### src/rtl/core/gnd_pkg.sv
`timescale 1ns / 1ps
// gnd_pkg: shared constants for the gradient noise pipeline
// holds the lattice permutation table, the stage count and the scale reset value
package gnd_pkg;

  localparam int NSTG = 10;
  localparam logic [15:0] SCALE_RESET = 16'd63570;

  localparam logic [7:0] PERM_TABLE [256] = '{
    8'd63, 8'd9, 8'd212, 8'd205, 8'd31, 8'd128, 8'd72, 8'd59, 8'd137, 8'd203, 8'd195, 8'd170,
    8'd181, 8'd115, 8'd165, 8'd40, 8'd116, 8'd139, 8'd175, 8'd225, 8'd132, 8'd99, 8'd222,
    8'd2, 8'd41, 8'd15, 8'd197, 8'd93, 8'd169, 8'd90, 8'd228, 8'd43, 8'd221, 8'd38, 8'd206,
    8'd204, 8'd73, 8'd17, 8'd97, 8'd10, 8'd96, 8'd47, 8'd32, 8'd138, 8'd136, 8'd30, 8'd219,
    8'd78, 8'd224, 8'd13, 8'd193, 8'd88, 8'd134, 8'd211, 8'd7, 8'd112, 8'd176, 8'd19, 8'd106,
    8'd83, 8'd75, 8'd217, 8'd85, 8'd0, 8'd98, 8'd140, 8'd229, 8'd80, 8'd118, 8'd151, 8'd117,
    8'd251, 8'd103, 8'd242, 8'd81, 8'd238, 8'd172, 8'd82, 8'd110, 8'd4, 8'd227, 8'd77, 8'd243,
    8'd46, 8'd12, 8'd189, 8'd34, 8'd188, 8'd200, 8'd161, 8'd68, 8'd76, 8'd171, 8'd194, 8'd57,
    8'd48, 8'd247, 8'd233, 8'd51, 8'd105, 8'd5, 8'd23, 8'd42, 8'd50, 8'd216, 8'd45, 8'd239,
    8'd148, 8'd249, 8'd84, 8'd70, 8'd125, 8'd108, 8'd241, 8'd62, 8'd66, 8'd64, 8'd240, 8'd173,
    8'd185, 8'd250, 8'd49, 8'd6, 8'd37, 8'd26, 8'd21, 8'd244, 8'd60, 8'd223, 8'd255, 8'd16,
    8'd145, 8'd27, 8'd109, 8'd58, 8'd102, 8'd142, 8'd253, 8'd120, 8'd149, 8'd160, 8'd124,
    8'd156, 8'd79, 8'd186, 8'd135, 8'd127, 8'd14, 8'd121, 8'd22, 8'd65, 8'd54, 8'd153, 8'd91,
    8'd213, 8'd174, 8'd24, 8'd252, 8'd131, 8'd192, 8'd190, 8'd202, 8'd208, 8'd35, 8'd94,
    8'd231, 8'd56, 8'd95, 8'd183, 8'd163, 8'd111, 8'd147, 8'd25, 8'd67, 8'd36, 8'd92, 8'd236,
    8'd71, 8'd166, 8'd1, 8'd187, 8'd100, 8'd130, 8'd143, 8'd237, 8'd178, 8'd158, 8'd104,
    8'd184, 8'd159, 8'd177, 8'd52, 8'd214, 8'd230, 8'd119, 8'd87, 8'd114, 8'd201, 8'd179,
    8'd198, 8'd3, 8'd248, 8'd182, 8'd39, 8'd11, 8'd152, 8'd196, 8'd113, 8'd20, 8'd232, 8'd69,
    8'd141, 8'd207, 8'd234, 8'd53, 8'd86, 8'd180, 8'd226, 8'd74, 8'd150, 8'd218, 8'd29,
    8'd133, 8'd8, 8'd44, 8'd123, 8'd28, 8'd146, 8'd89, 8'd101, 8'd154, 8'd220, 8'd126,
    8'd155, 8'd122, 8'd210, 8'd168, 8'd254, 8'd162, 8'd129, 8'd33, 8'd18, 8'd209, 8'd61,
    8'd191, 8'd199, 8'd157, 8'd245, 8'd55, 8'd164, 8'd167, 8'd215, 8'd246, 8'd144, 8'd107,
    8'd235
  };

  function automatic logic [7:0] perm(input logic [7:0] idx);
    return PERM_TABLE[idx];
  endfunction

endpackage

### src/rtl/core/gnd_fade.sv
`timescale 1ns / 1ps
// gnd_fade: quintic fade curve of one fraction, at most one multiply per stage
// five register stages; no package content used beyond the import
module gnd_fade import gnd_pkg::*; #(
  parameter int FRAC_BITS = 16
) (
  input  logic                 clk_i,
  input  logic [4:0]           en_i,
  input  logic [FRAC_BITS-1:0] frac_i,
  output logic [FRAC_BITS:0]   fade_o
);

  localparam int TW = FRAC_BITS + 6;
  localparam int PW = FRAC_BITS + 1 + TW;
  localparam logic signed [TW-1:0] ONE = TW'(64'sd1 <<< FRAC_BITS);
  localparam logic signed [TW-1:0] K10 = TW'(64'sd10 <<< FRAC_BITS);
  localparam logic signed [TW-1:0] K15 = TW'(64'sd15 <<< FRAC_BITS);

  logic [FRAC_BITS-1:0]  f_q [4];
  logic signed [TW-1:0]  t_q [1:3];
  logic signed [TW-1:0]  t0, t4, tc;
  logic [FRAC_BITS:0]    fade_q;

  function automatic logic signed [TW-1:0] mul_floor(input logic [FRAC_BITS-1:0] f,
                                                    input logic signed [TW-1:0] t);
    logic signed [PW-1:0] p;
    p = $signed({1'b0, f}) * t;
    return TW'(p >>> FRAC_BITS);
  endfunction

  always_comb begin
    t0 = ($signed({6'b0, f_q[0]}) <<< 2) + ($signed({6'b0, f_q[0]}) <<< 1) - K15;
    t4 = mul_floor(f_q[3], t_q[3]);
    if (t4 < 0) begin
      tc = '0;
    end else if (t4 > ONE) begin
      tc = ONE;
    end else begin
      tc = t4;
    end
  end

  always_ff @(posedge clk_i) begin
    if (en_i[0]) begin
      f_q[0] <= frac_i;
    end
    if (en_i[1]) begin
      f_q[1] <= f_q[0];
      t_q[1] <= mul_floor(f_q[0], t0) + K10;
    end
    if (en_i[2]) begin
      f_q[2] <= f_q[1];
      t_q[2] <= mul_floor(f_q[1], t_q[1]);
    end
    if (en_i[3]) begin
      f_q[3] <= f_q[2];
      t_q[3] <= mul_floor(f_q[2], t_q[2]);
    end
    if (en_i[4]) begin
      fade_q <= tc[FRAC_BITS:0];
    end
  end

  assign fade_o = fade_q;

endmodule

### config.mk
export PLATFORM = sky130hd
export DESIGN_NAME = gnd_fade
export DESIGN_NICKNAME = d
export VERILOG_FILES = /design/src/rtl/core/gnd_pkg.sv /design/src/rtl/core/gnd_fade.sv
export SDC_FILE = /design/constraint.sdc
export NUM_CORES = 2
export LEC_CHECK = 0
export ABC_AREA = 1
export ABC_CLOCK_PERIOD_IN_PS = 10350
export BUFFER_PORTS_ARGS = -buffer_cell sky130_fd_sc_hd__buf_2
export CORE_MARGIN = 2
export CORE_UTILIZATION = 40
export CTS_BUF_LIST = sky130_fd_sc_hd__clkbuf_16
export CTS_CLUSTER_DIAMETER = 200
export DETAILED_ROUTE_END_ITERATION = 6
export GPL_ROUTABILITY_DRIVEN = 0
export PLACE_DENSITY = 0.62
export REMOVE_ABC_BUFFERS = 1
export SYNTH_ARGS = -nofsm -noshare
export SYNTH_HDL_FRONTEND = slang
export SYNTH_SLANG_ARGS = --single-unit
export TNS_END_PERCENT = 100
### constraint.sdc
create_clock -name clk_i -period 10.35 [get_ports clk_i]
set_clock_uncertainty 0.05 [all_clocks]
set_input_delay 2.07 -clock clk_i [delete_from_list [all_inputs] [get_ports clk_i]]
set_output_delay 2.07 -clock clk_i [all_outputs]
set_load 0.01 [all_outputs]
==> reports/results.tsv <==
metric	value	unit
post-place-ws	1240	ps
die_x	379	um
drive_gt1_share	2.34	%
grt_max_degree	39	
globalRouteOverflowTotal	0	
hold_violations	0	
max_stage_delay	710	ps
h-tree-depth	4	
drc	0	
hpwl	115000	um
grt_pass1_vias	45600	
ys_seq_area_share	7.84	%
drt-total-wl	140000	um
area_growth	4.47	%
status	finished clean	
first_pass_iters	6	
clk_latency	540	ps
timing.rr.start	f_q[0][2]	
synth_top_area_share	47.3	%
fp.coreArea	140000	um2
multi_input_area	42700	um2
clockRootBuffer	clkbuf_16	
finalSetupViolCount	0	
ant_nets	0	
cts_setup_buffers	0	
track_usage	20.8	%
final_util	42.2	%
synth_cells	6855	
cts_max_path_buffers	2	
cp_max_fo	15	
worstHoldStart	f_q[0][14]	
drv_cap	0	
synthArstFlopShare	0	%
synth_area_per_cell	8.21	um2
cp-start-kind	flop	
ys_ff_latch	147	
ys_top_cells_by_area	fa_1, inv_1, nand2_1	
die_y	379	um
hold_class	flop to flop	
synth_warnings	0	
grt_pass1_wl	236000	um
portBuffers	38	
final_cell_mix	inv_1, nand2_1, fa_1, ha_1, nor2_1	
ys_dominant_reg_cell	edfxtp_1	
syn-cell-area	56300	um2
max_slew_margin	23.6	%
endpoint_kind	flop	
final_nets	8462	
critPathSlowestCell	edfxtp_1	
cts_tree	done	
crit_start	f_q[0][2]	
cp_data_arrival_time	9510	ps
worst_pin_slew	1150	ps
critPathKind	flop to flop	
synth_top_cell_by_area	fa_1	
holdBufCountCts	0	
cts_resized	0	
fillers	14100	
drt_iter0_markers	2793	
die-area	144000	um2
synth-edff-count	147	
slew_viol_final	0	
critical_path_required	10600	ps
seqCellArea	4410	um2
path_common_cell	inv_1	
period_share	89.5	%
fmax	0.108	GHz
rsz0062_at_grt	false	
clock-sinks	147	
io_pins	39	
cts.clk_slew.worst_paths	80	ps
num_rows	137	
wl_per_cell	16.2	um
antenna_found_initial	1	
hold_ws	666	ps
layout_commonest_cell	inv_1	
setup_ws	1090	ps
via_count	41700	
viasPerCell	4.85	
setup_tns	0	ps
initial_utilization	40.4	%
numCtsBuffers	17	
period_minus_slack	9260	ps
synth_cell_types	46	
## per-stage QoR
step                      cell area (um2)  instances
after global routing                58800       8592
final                               58800       8593
after global placement              58200       8560
after CTS                           58800       8592
after floorplan                     55300       6600
after detailed placement            58200       8560
## synth_stat cells (16+ instances only)
cell type / instances
nor2_1: 286
nor3_1: 16
xor2_1: 61
edfxtp_1: 147
nand4_1: 17
o21ai_0: 71
nand3_1: 79
fa_1: 1329
clkbuf_1: 238
nand2_1: 1658
inv_1: 2165
a21oi_1: 161
ha_1: 408
xnor2_1: 50
## metal layers
layer | global-route usage, % | part of all wire [%] | vias to the layer above
li1 | - | - | 19000
met1 | 27.3 | 42 | 21200
met2 | 35.9 | 49 | 1273
met3 | 2.62 | 5.8 | 219
met4 | 6.13 | 2.7 | 0
met5 | 0 | 0 | -
## path summary, 6_finish.rpt
kind | endpoint | slack, ps | depth (start not counted)
setup / recovery | t_q[0][43] | 1090 | 37
hold / removal | f_q[1][14] | 670 | 1
setup reg to reg | t_q[0][43] | 1090 | 37
hold reg to reg | f_q[1][14] | 670 | 1
## logic make-up after synthesis
family	Yosys count	share of synthesized area (%)
xor gates and xnor gates	112	1.76
buffers and inverters	2434	16.2
AOI/OAI and AO/OA	309	3.10
DFF	147	7.84
and+or+nand+nor	2116	14.7
adders and majority gates	1737	56.3
## layout make-up
type,count,share of cell area [%]
diodes,1,0.00425
clock buffers,17,0.723
clock inverters,15,0.298
inverters,2179,13.9
multi-input cells,4274,72.7
flip-flops and latches,147,7.50
well taps,1876,3.99
repair buffers,84,0.910
## worst max-delay path: cells and delay by family (launching register included)
family	cells	cell delay, ps
adder cells (fa/ha/maj)	11	4570
buffers and inverters	8	700
AO/OA/AOI/OAI	7	1550
flip-flops	1	710
AND/OR/NAND/NOR	11	1440
## state kept, by name, summed over array words and instances, names as in the netlist
name and cells:
t_q 66, f_q 64, fade_o 17
Power is not shown: default switching activity piles up to over one toggle a cycle in this logic, so the estimate is an artifact.
